[config.mk]
export PLATFORM = sky130hd
export DESIGN_NAME = ptrd_div
export DESIGN_NICKNAME = d
export VERILOG_FILES = /design/src/rtl/pixel_to_ray_direction_top_macros.svh /design/src/rtl/ptrd_div.sv
export SDC_FILE = /design/constraint.sdc
export NUM_CORES = 1
export LEC_CHECK = 0
export BUFFER_PORTS_ARGS = -buffer_cell sky130_fd_sc_hd__buf_2
export CAP_MARGIN = 20
export CORE_MARGIN = 3
export CORE_UTILIZATION = 68
export DETAILED_ROUTE_END_ITERATION = 7
export PLACE_DENSITY = 0.86
export SLEW_MARGIN = 10
export SYNTH_ARGS = -nofsm -noshare
export SYNTH_HDL_FRONTEND = slang
export SYNTH_SLANG_ARGS = --single-unit
[constraint.sdc]
create_clock -name i_clk -period 4.5 [get_ports i_clk]
set_clock_uncertainty 0.2 [all_clocks]
set_input_delay 0.675 -clock i_clk [delete_from_list [all_inputs] [get_ports i_clk]]
set_output_delay 0.675 -clock i_clk [all_outputs]
set_load 0.02 [all_outputs]
[src/rtl/pixel_to_ray_direction_top_macros.svh]
// Assertion macros shared by the pixel-to-ray RTL.
`ifndef PIXEL_TO_RAY_DIRECTION_TOP_MACROS_SVH
`define PIXEL_TO_RAY_DIRECTION_TOP_MACROS_SVH

`ifndef SYNTHESIS
// Same-cycle implication, checked outside reset.
`define PTRD_ASSERT_IMP(label, clk, rst_n, ante, cons, msg) \
    label: assert property (@(posedge clk) disable iff (!rst_n) (ante) |-> (cons)) \
        else $error(msg);
// Next-cycle implication, checked outside reset.
`define PTRD_ASSERT_NXT(label, clk, rst_n, ante, cons, msg) \
    label: assert property (@(posedge clk) disable iff (!rst_n) (ante) |=> (cons)) \
        else $error(msg);
`else
`define PTRD_ASSERT_IMP(label, clk, rst_n, ante, cons, msg)
`define PTRD_ASSERT_NXT(label, clk, rst_n, ante, cons, msg)
`endif

`endif

[src/rtl/ptrd_div.sv]
// Pipelined restoring divider, one quotient bit per stage.
module ptrd_div #(
    parameter int N_W   = 10,
    parameter int STEPS = 15,
    parameter int SB_W  = 1
) (
    input  logic                               i_clk,
    input  logic                               i_en,
    input  logic [N_W-1:0]                     i_rem,
    input  logic [STEPS-1:0]                   i_low,
    input  logic [N_W-1:0]                     i_div,
    input  logic [(SB_W > 0 ? SB_W : 1)-1:0]   i_sb,
    output logic [STEPS-1:0]                   o_quo,
    output logic [(SB_W > 0 ? SB_W : 1)-1:0]   o_sb
);

    localparam int SBX = (SB_W > 0) ? SB_W : 1;

    logic [N_W-1:0]   r_rem [STEPS-1];
    logic [STEPS-1:0] r_low [STEPS-1];
    logic [N_W-1:0]   r_div [STEPS-1];
    logic [STEPS-1:0] r_quo [STEPS];
    logic [SBX-1:0]   r_sb  [STEPS];

    for (genvar k = 0; k < STEPS; k++) begin : g_stage
        logic [N_W-1:0]   rem_in;
        logic [STEPS-1:0] low_in;
        logic [N_W-1:0]   div_in;
        logic [STEPS-1:0] quo_in;
        logic [SBX-1:0]   sb_in;
        logic [N_W:0]     t;
        logic [N_W:0]     diff;
        logic             ge;

        if (k == 0) begin : g_first
            assign rem_in = i_rem;
            assign low_in = i_low;
            assign div_in = i_div;
            assign quo_in = '0;
            assign sb_in  = i_sb;
        end else begin : g_next
            assign rem_in = r_rem[k-1];
            assign low_in = r_low[k-1];
            assign div_in = r_div[k-1];
            assign quo_in = r_quo[k-1];
            assign sb_in  = r_sb[k-1];
        end

        assign t    = {rem_in, low_in[STEPS-1]};
        assign diff = t - {1'b0, div_in};
        assign ge   = (t >= {1'b0, div_in});

        always_ff @(posedge i_clk) begin
            if (i_en) begin
                r_quo[k] <= {quo_in[STEPS-2:0], ge};
                r_sb[k]  <= sb_in;
            end
        end

        if (k < STEPS - 1) begin : g_carry
            always_ff @(posedge i_clk) begin
                if (i_en) begin
                    r_rem[k] <= ge ? diff[N_W-1:0] : t[N_W-1:0];
                    r_low[k] <= {low_in[STEPS-2:0], 1'b0};
                    r_div[k] <= div_in;
                end
            end
        end
    end

    assign o_quo = r_quo[STEPS-1];
    assign o_sb  = (SB_W > 0) ? r_sb[STEPS-1] : '0;

endmodule

==> reports/metrics.cfg, run 1 <==
[detailed_routing]
viasPerCell = 5.96
drt_wl_total_mm = 43.3
drc = 0
drtIter0Drc = 860
ant_nets = 0
vias = 13200
wl_per_cell_um = 19.6
firstDrtPassIters = 6

[synth]
ys.flop_type = edfxtp_1
synth_xor_area_share_pct = 3.51
ys_warn_count = 0
yosysSeqAreaShare_pct = 63.9
synthMuxAreaShare_pct = 7.24
syn_inst = 1604
postSynthAreaPerCell_um2 = 15.2
syn_nets = 1806
synth_top_area_share_pct = 63.9
ys_ff_latch = 520
synth_enable_flop_cells = 520
synthAdderAreaFrac_pct = 8.83
async_flop_share_pct = 0
synth-simple-area-share_pct = 4.86
synthTopCellsByArea = edfxtp_1 64%, ha_1 7.7%, mux2_4 6.0%
synth_compound_area_share_pct = 8.57
synth_top_family_by_area = adder cells
synth.largest_area_cell = edfxtp_1
ys_types = 35
netlist_area_um2 = 24400

[global_routing]
overflow = 0
grt_max_degree = 109
grt_pass1_vias = 13700
grt_usage_pct = 23.2
grt_pass1_wl_mm = 71.1
antenna_found_initial = 0

[die]
die_w_um = 196
start_util_pct = 69.9
pin_count = 54
dieArea_um2 = 38200
die_h_um = 196
num_rows = 68
core_um2 = 35000

[cells_and_area]
num-fill-cells = 1873
num_antenna_cells = 0
final_cell_area_um2 = 27000
regArea_um2 = 15600
final_nets = 1920
multi_input_area_um2 = 8070
area_delta_synth_final_pct = 10.7
layout-drive-gt1-share_pct = 16.9

[place]
dp_worst_setup_slack_ns = 1.42
dpl_cell_area_um2 = 25400
gp_congestion = 0.890
dp_hpwl_mm = 29.2
port_buffers = 53

[pwr]
internal-power_mw = 12.3
power_density_nw_per_um2 = 651
p_seq_share_pct = 40.5
switching_share_pct = 30.1
power.switching_mw = 5.29
p_clk_share_pct = 24.0
p_total_mw = 17.6
p_comb_share_pct = 35.5
peakVddDrop_v = 0.000449
p_leak_nw = 10.8

[clock_network]
cts_tree = done
clk_pin_slew_ns = 0.06
cts.sinks = 520
cts.repair.resized = 0
cts.path.max_buffers = 3
clockRootBuffer = clkbuf_16
cts_setup_buffers = 0
htreeDepth = 2
clkLatencyLatePin_ns = 0.58
hold_buffers = 0
numCtsBuffers = 51

[sta]
finalSetupTns_ns = 0
hold_viol_final = 0
setup_ws_ns = 1.59
max_freq_mhz = 344
fin_crit_ns = 2.91
rsz0062_at_grt = false
setup_viol = 0
drv_slew = 0
worst_pin_slew_ns = 0.888
hold_ws_ns = 0.0797
slew_headroom_pct = 40.8
timing.final.crit_share_pct = 64.6

[run_status]
outcome = finished clean

[hold_path]
hp-class = in -> reg
min_path_cells = 1

[worst_setup_path]
critical_path_class = reg -> reg
cp.arrival_ns = 3.03
critPathMaxFanout = 3
crit_path_end_kind = register
r2r_cells = 9
cp_data_required_time_ns = 4.62
worstSetupStartpointType = register

[run]
cap_violations = 0

## worst paths after layout
kind         slack [ns]           end    startpoint
min reg2reg        0.21  r_quo[0][79]  r_quo[0][63]
max                1.59  r_rem[0][28]  r_low[0][27]
max reg2reg        1.59  r_rem[0][28]  r_low[0][27]
min                0.08  r_low[0][11]     i_low[11]
## power groups by stage
stage | Sequential [mW] | Combinational (mW) | Clock, mW
after CTS | 7.13 | 6.24 | 4.31
after global placement | 7.16 | 5.91 | 0
after detailed placement | 7.20 | 6.15 | 0
final | 7.13 | 6.25 | 4.23
after global routing | 7.21 | 6.83 | 4.50
after floorplan | 6.99 | 5.05 | 0
## routing by layer
metal | GRT usage [%] | vias to the layer above | wire length [µm]
met3 | 3.99 | 108 | 1840
met4 | 7.34 | 0 | 1270
met1 | 30.2 | 6455 | 18000
met5 | 0 | - | 0
li1 | - | 6265 | -
met2 | 40.4 | 364 | 22200
## sequential cells by signal (all words and copies together) (netlist names)
| name | count |
|---|---|
| r_low | 105 |
| r_rem | 140 |
| r_div | 140 |
| r_sb | 15 |
| r_quo | 120 |
## area by class of cell
type / count / area share (%)
Inverter: 192 / 2.79
Multi-Input combinational cell: 892 / 29.8
Sequential cell: 520 / 57.7
Clock buffer: 61 / 4.86
Clock inverter: 32 / 1.25
Tap cell: 455 / 2.11
Timing Repair Buffer: 61 / 1.42
## cells by family after synthesis
kind of cell / after synthesis
flops: 520
mux: 126
simple gates: 230
xor+xnor: 98
fa+ha+maj: 164
buf+inv: 192
compound gates: 274
## cells in the final DEF, fill, tap and decap left out, drive strengths merged, types with 21 or more instances in the layout
cell type	Yosys	layout
o21ai	28	28
nand2	70	70
a21oi	74	74
xnor2	70	70
nor4	31	31
clkinv	0	21
inv	192	195
xor2	28	28
nand3	29	29
edfxtp	520	520
a211oi	29	29
clkbuf	0	61
ha	150	150
o21a	28	28
buf	0	61
mux2	112	112
a21o	31	31
nor2	43	43
## synth_stat cells, drive strengths merged, types with 15 or more instances
library cell / instances
a211oi: 29
a21o: 31
a21oi: 74
edfxtp: 520
ha: 150
inv: 192
mux2: 112
nand2: 70
nand3: 29
nor2: 43
nor2b: 17
nor4: 31
o211ai: 15
o21a: 28
o21ai: 28
o31ai: 15
xnor2: 70
xor2: 28
## worst max-delay path, stage by stage, from the launching register on
cell	delay [ns]
edfxtp_1	0.35
inv_1	0.12
ha_1	0.23
inv_1	0.09
fa_1	0.43
a211oi_1	0.33
o21bai_1	0.22
a221oi_1	0.33
xnor2_1	0.10
mux2_4	0.25
## per-stage QoR
stage	instances	utilization, %
CTS	2213	77.3
detailed placement	2120	72.6
global placement	2120	72.6
finish	2213	77.3
global route	2213	77.3
floorplan	1604	-
(Power assumes the default switching activity.)
==> run 2, diff against run 1 <==
--- a/config.mk
+++ b/config.mk
@@ -5,12 +5,13 @@
 export SDC_FILE = /design/constraint.sdc
 export NUM_CORES = 1
 export LEC_CHECK = 0
+export ABC_AREA = 1
 export BUFFER_PORTS_ARGS = -buffer_cell sky130_fd_sc_hd__buf_2
 export CAP_MARGIN = 20
 export CORE_MARGIN = 3
-export CORE_UTILIZATION = 68
+export CORE_UTILIZATION = 57
 export DETAILED_ROUTE_END_ITERATION = 7
-export PLACE_DENSITY = 0.86
+export PLACE_DENSITY = 0.76
 export SLEW_MARGIN = 10
 export SYNTH_ARGS = -nofsm -noshare
 export SYNTH_HDL_FRONTEND = slang
==> constraint.sdc (replaced) <==
create_clock -name i_clk -period 2.6 [get_ports i_clk]
set_clock_uncertainty 0.2 [all_clocks]
set_input_delay 0.39 -clock i_clk [delete_from_list [all_inputs] [get_ports i_clk]]
set_output_delay 0.39 -clock i_clk [all_outputs]
set_load 0.02 [all_outputs]
==> run 2 against run 1 <==
First-iteration DRC count rose by 52%; synthesized cell count rose by 56%; synthesized area rose by 5.0%; combinational power rose by 65%; wire length rose by 16%; die area rose by 24%; hold slack got worse by 0.051 ns; count of clock-buffer cells in the layout rose by 5; sequential share of layout area fell by 3.6 points.
==> reports/metrics.cfg, run 2 <==
[synth]
syn_nets = 2699  ; was 1806
synth_top_area_share_pct = 60.9  ; was 63.9%
syn_inst = 2497  ; was 1604
ys.flop_type = edfxtp_1  ; unchanged
async_flop_share_pct = 0  ; unchanged
ys_types = 29  ; was 35
netlist_area_um2 = 25700  ; was 24400 µm²
synth.largest_area_cell = edfxtp_1  ; unchanged
yosysSeqAreaShare_pct = 60.9  ; was 63.9%
ys_ff_latch = 520  ; unchanged
synth_top_cells_by_count = 841 x nand2_1, 520 x edfxtp_1, 398 x inv_1  ; was 520 x edfxtp_1, 178 x inv_1, 150 x ha_1
ys_warn_count = 0  ; unchanged
synth_enable_flop_cells = 520  ; unchanged
yosysMostFrequentCell = nand2_1  ; was edfxtp_1
synthTopCellsByArea = edfxtp_1 61%, nand2_1 12%, ha_1 7.3%  ; was edfxtp_1 64%, ha_1 7.7%, mux2_4 6.0%
postSynthAreaPerCell_um2 = 10.3  ; was 15.2 µm²

[cells_and_area]
area_delta_synth_final_pct = 12.5  ; was 10.7%
num_antenna_cells = 0  ; unchanged
stdcell_count = 3281  ; was 2213
layout-drive-gt1-share_pct = 8.03  ; was 16.9%
final_nets = 2847  ; was 1920
layout_commonest_cell = nand2_1  ; was edfxtp_1
reg.largest.list = r_div (140), r_rem (140), r_quo (120)  ; unchanged
post-route-util_pct = 65.1  ; was 77.3%
layout_common_cells = 841 x nand2_1, 520 x edfxtp_1, 398 x inv_1, 174 x nand3_1, 150 x ha_1  ; was 520 x edfxtp_1, 178 x inv_1, 150 x ha_1, 98 x mux2_4, 74 x a21oi_1

[detailed_routing]
ant_nets = 0  ; unchanged
drc = 0  ; unchanged
firstDrtPassIters = 5  ; was 6
viasPerCell = 5.17  ; was 5.96
vias = 17000  ; was 13200
drt_wl_total_mm = 50.1  ; was 43.3 mm
drtIter0Drc = 1309  ; was 860
wl_per_cell_um = 15.3  ; was 19.6 µm

[global_routing]
overflow = 0  ; unchanged
grt_pass1_wl_mm = 83.4  ; was 71.1 mm
grt_max_degree = 63  ; was 109
grt_usage_pct = 21.8  ; was 23.2%
grt_pass1_vias = 16500  ; was 13700
antenna_found_initial = 0  ; unchanged

[clock_network]
cts_tree = done  ; unchanged
htreeDepth = 2  ; unchanged
cts.path.max_buffers = 3  ; unchanged
clk_pin_slew_ns = 0.06  ; about the same
numCtsBuffers = 54  ; was 51
clockRootBuffer = clkbuf_16  ; unchanged
cts.sinks = 520  ; unchanged
clkLatencyLatePin_ns = 0.60  ; was 0.58 ns
cts_setup_buffers = 0  ; unchanged

[pwr]
peakVddDrop_v = 0.000605  ; was 0.000449 V
power_density_nw_per_um2 = 1050  ; was 651 nW/µm²
p_total_mw = 30.3  ; was 17.6 mW
p_leak_nw = 13.2  ; was 10.8 nW

[die]
core_um2 = 44300  ; was 35000 µm²
die_h_um = 218  ; was 196 µm
start_util_pct = 57.9  ; was 69.9%
dieArea_um2 = 47600  ; was 38200 µm²
pin_count = 54  ; unchanged
die_w_um = 218  ; was 196 µm
num_rows = 77  ; was 68

[worst_setup_path]
cp_data_required_time_ns = 2.73  ; was 4.62 ns
cp.arrival_ns = 2.54  ; was 3.03 ns
critical_path_class = reg -> reg  ; unchanged
cp-startpoint = r_rem[1][1]  ; was r_low[0][27]
reg2reg_from = r_rem[1][1]  ; was r_low[0][27]
worstReg2RegEnd = r_rem[1][15]  ; was r_rem[0][28]
r2r_cells = 12  ; was 9
endpoint = r_rem[1][15]  ; was r_rem[0][28]
worstSetupStartpointType = register  ; unchanged
critPathMaxFanout = 13  ; was 3
r2r_slack_ns = 0.19  ; was 1.59 ns
crit_path_end_kind = register  ; unchanged

[run_status]
outcome = finished clean  ; unchanged

[place]
port_buffers = 53  ; unchanged
gp_congestion = 0.920  ; was 0.890
dp_hpwl_mm = 36.9  ; was 29.2 mm
dpl.cell_count = 3146  ; was 2120
dp_worst_setup_slack_ns = 0.217  ; was 1.42 ns

[hold_path]
hp-class = in -> reg  ; unchanged

[sta]
slew_headroom_pct = 68.9  ; was 40.8%
fin_crit_ns = 2.41  ; was 2.91 ns
setup_ws_ns = 0.193  ; was 1.59 ns
finalSetupTns_ns = 0  ; unchanged
drv_slew = 0  ; unchanged
timing.final.crit_share_pct = 92.6  ; was 64.6%
hold_viol_final = 0  ; unchanged
worst_pin_slew_ns = 0.461  ; was 0.888 ns
rsz0062_at_grt = false  ; unchanged
setup_viol = 0  ; unchanged
max_freq_mhz = 415  ; was 344 MHz

[run]
cap_violations = 0  ; unchanged

-- run 2: worst max-delay path, cell delays in order (launching register included) --
cell and delay, ns:
edfxtp_1 0.43, ha_1 0.41, nand2_1 0.08, nand2_1 0.08, inv_1 0.05, nand2_2 0.08
nand2_2 0.07, nand2_1 0.08, nand2_1 0.07, nand2_2 0.25, inv_2 0.16, nand2_1 0.09
nand2_1 0.07
-- run 2: worst min-delay path by stage --
stage                     cells after the start             to  slack [ns]          from
after floorplan                               0  r_low[0][105]        0.20  r_low[0][90]
after global routing                          1   r_low[0][93]        0.02          i_en
after global placement                        0     r_sb[0][4]        0.20    r_sb[0][3]
final                                         1   r_low[0][62]        0.03          i_en
after CTS                                     1   r_low[0][90]       0.002          i_en
after detailed placement                      0  r_low[0][111]        0.20  r_low[0][96]
-- run 2: cell families (layout without fill, tap and decap cells) --
family	Yosys count	in the layout	synth area share, %
adder cells (fa/ha/maj)	164	164	8.41
flip-flops	520	520	60.9
AND/OR/NAND/NOR	1246	1246	20.5
buffers and inverters	426	618	6.68
AO/OA/AOI/OAI	99	99	2.16
XOR/XNOR	42	42	1.43
-- run 2: cell type report --
| cell class | count | area, µm² |
|---|---|---|
| Clock inverter | 34 | 314 |
| Fill cell | 3452 | 15500 |
| Timing Repair Buffer | 106 | 848 |
| Multi-Input combinational cell | 1551 | 8340 |
| Inverter | 412 | 1550 |
| Sequential cell | 520 | 15600 |
| Clock buffer | 66 | 1460 |
| Tap cell | 592 | 741 |
-- run 2: metal layers --
metal	global-route usage, %	up-vias	wire, µm
met4	6.87	0	1200
met2	35.1	411	23300
met5	0	-	0
li1	-	8501	-
met3	2.81	80	2260
met1	31.4	7982	23300
-- run 2: where the power goes --
part | internal (mW) | leakage [nW] | switching, mW
registers | 11.4 | 5.09 | 0.866
clock network | 4.57 | 0.868 | 3.10
logic | 3.70 | 7.23 | 6.65
total | 19.7 | 13.2 | 10.6
-- run 2: timing repair --
item / in CTS / in global routing
endpoints found under the setup margin: 0 / 3
hold buffers: 35 / 0
resized for setup: 0 / 1
endpoints found under the hold margin: 35 / 0
-- run 2: per-stage QoR --
step	instance area, µm²	hold slack [ns]
floorplan	25700	0.200
global placement	26700	0.200
detailed placement	26700	0.205
CTS	28900	0.00235
global route	28900	0.0207
finish	28900	0.0289
==> run 3, diff against run 2 <==
--- a/config.mk
+++ b/config.mk
@@ -8,7 +8,6 @@
 export ABC_AREA = 1
 export BUFFER_PORTS_ARGS = -buffer_cell sky130_fd_sc_hd__buf_2
 export CAP_MARGIN = 20
-export CORE_MARGIN = 3
 export CORE_UTILIZATION = 57
 export DETAILED_ROUTE_END_ITERATION = 7
 export PLACE_DENSITY = 0.76
==> run 3 against run 2 <==
Critical path depth shrank 1; via count fell by 0.86%; count of clock-buffer cells in the layout shrank 4; non-clock buffer count up 2; setup slack got worse by 0.052 ns; first-iteration DRC count increased by 3.1%; flip-flop and latch count unchanged; hold slack improved by 0.18 ns; final area hardly changed; register-to-register slack worse by 0.05 ns; sequential share of layout area hardly changed; sequential power barely moved.
==> reports/metrics.cfg, run 3 (synthesis gave the netlist of run 2 again) <==
[sta]
timing.final.crit_share_pct = 94.6  ; was 92.6%
max_freq_mhz = 407  ; was 415 MHz
setup_viol = 0  ; unchanged
hold_ws_ns = 0.211  ; was 0.0289 ns
hold_viol_final = 0  ; unchanged
worst_pin_slew_ns = 0.506  ; was 0.461 ns
finalSetupTns_ns = 0  ; unchanged
fin_crit_ns = 2.46  ; was 2.41 ns
rsz0062_at_grt = false  ; unchanged
setup_ws_ns = 0.141  ; was 0.193 ns
slew_headroom_pct = 65.9  ; was 68.9%
drv_slew = 0  ; unchanged

[die]
num_rows = 77  ; unchanged
die_w_um = 214  ; was 218 µm
start_util_pct = 57.9  ; unchanged
core_um2 = 44300  ; unchanged
dieArea_um2 = 45900  ; was 47600 µm²
pin_count = 54  ; unchanged
die_h_um = 214  ; was 218 µm

[worst_setup_path]
path_cells = inv_1 -> ha_1 -> nand2_1 -> nor2_1 -> nand3_1 -> nand2_1 -> nand2_1 -> nand2_2 -> inv_2 -> nand2_1 -> nand2_1  ; was ha_1 -> nand2_1 -> nand2_1 -> inv_1 -> nand2_2 -> nand2_2 -> nand2_1 -> nand2_1 -> nand2_2 -> inv_2 -> nand2_1 -> nand2_1
worstSetupStartpointType = register  ; unchanged
critPathMaxFanout = 13  ; unchanged
crit_path_end_kind = register  ; unchanged
crit_slowest_cell = edfxtp_1  ; unchanged
cp.arrival_ns = 2.60  ; was 2.54 ns
path_common_cell = nand2_1  ; unchanged
critical-path-max-stage-delay_ns = 0.43  ; about the same
cp_data_required_time_ns = 2.74  ; was 2.73 ns
critical_path_class = reg -> reg  ; unchanged
critPathBufInv = 2  ; unchanged
critical-path-top-delay-family = simple AND/OR/NAND/NOR gates  ; unchanged

[place]
gp_congestion = 0.874  ; was 0.920
dpl.cell_count = 3147  ; was 3146
dp_hpwl_mm = 36.9  ; about the same
port_buffers = 53  ; unchanged
dpl_cell_area_um2 = 26700  ; about the same
dp_worst_setup_slack_ns = 0.167  ; was 0.217 ns

[global_routing]
use_met2_pct = 35.8  ; was 35.1%
grt_usage_pct = 22.2  ; was 21.8%
grt_max_degree = 85  ; was 63
use_met1_pct = 31.5  ; was 31.4%
antenna_found_initial = 1  ; was 0
grt.busiest_layer = met2  ; unchanged
overflow = 0  ; unchanged
grt_pass1_vias = 16200  ; was 16500
grt_pass1_wl_mm = 81.9  ; was 83.4 mm
met3_usage_pct = 3.96  ; was 2.81%

[cells_and_area]
reg.largest.list = r_div (140), r_rem (140), r_quo (120)  ; unchanged
layout-drive-gt1-share_pct = 8.30  ; was 8.03%
num_antenna_cells = 0  ; unchanged
post-route-util_pct = 65.2  ; was 65.1%
stdcell_count = 3280  ; was 3281
final_nets = 2848  ; was 2847
final_cell_area_um2 = 28900  ; about the same
layout_common_cells = 841 x nand2_1, 520 x edfxtp_1, 398 x inv_1, 174 x nand3_1, 150 x ha_1  ; unchanged
area_delta_synth_final_pct = 12.5  ; about the same
layout_commonest_cell = nand2_1  ; unchanged

[pwr]
peakVddDrop_v = 0.000565  ; was 0.000605 V
p_total_mw = 30.3  ; about the same
p_leak_nw = 13.2  ; about the same
power_density_nw_per_um2 = 1050  ; about the same

[clock_network]
clockRootBuffer = clkbuf_16  ; unchanged
cts_tree = done  ; unchanged
cts.repair.resized = 0  ; unchanged
clk_pin_slew_ns = 0.06  ; about the same
cts.sinks = 520  ; unchanged
numCtsBuffers = 53  ; was 54
cts_setup_buffers = 0  ; unchanged
hold_buffers = 36  ; was 35
cts.path.max_buffers = 3  ; unchanged
clkLatencyLatePin_ns = 0.61  ; was 0.60 ns
htreeDepth = 2  ; unchanged

[run]
cap_violations = 0  ; unchanged

[detailed_routing]
drtIter0Drc = 1349  ; was 1309
firstDrtPassIters = 7  ; was 5
vias = 16800  ; was 17000
viasPerCell = 5.13  ; was 5.17
ant_nets = 0  ; unchanged
wl_per_cell_um = 15.3  ; about the same
drt_wl_total_mm = 50.1  ; about the same
drc = 0  ; unchanged

[hold_path]
hp-class = reg -> reg  ; was in -> reg

[run_status]
outcome = finished clean  ; unchanged

-- run 3: cell count changes in the layout (fill, tap and decap cells not counted), moves of 2 or more --
cell        delta
clkinvlp_4     +2
clkinv_4       +2
clkinv_1       -8
clkbuf_16      -3
clkinv_2       +2
-- run 3: area by class of cell --
cell class                      instances  area [µm²]
Sequential cell                       520       15600
Multi-Input combinational cell       1551        8330
Tap cell                              592         741
Fill cell                            3493       15400
Clock inverter                         35         395
Clock buffer                           62        1380
Timing Repair Buffer                  108         866
Inverter                              412        1550
-- run 3: where the power goes --
group          switching (mW)  total [mW]  internal, mW
combinational            6.61        10.3          3.68
clock                    3.19        7.71          4.52
sequential              0.900        12.3          11.4
-- run 3: worst paths after layout --
| check | startpoint | end | cells after the start | slack, ns |
|---|---|---|---|---|
| worst min-delay path | r_quo[1][62] | r_quo[1][78] | 0 | 0.21 |
| worst max register to register | r_div[0][55] | r_rem[0][69] | 11 | 0.14 |
| worst min register to register | r_quo[1][62] | r_quo[1][78] | 0 | 0.21 |
| worst max-delay path | r_div[0][55] | r_rem[0][69] | 11 | 0.14 |
-- run 3: metal layers --
layer  wire length, µm  share of wire [%]
met1             23200                 46
met2             23400                 47
met3              2500                5.0
met4              1030                2.1
met5                13              0.026
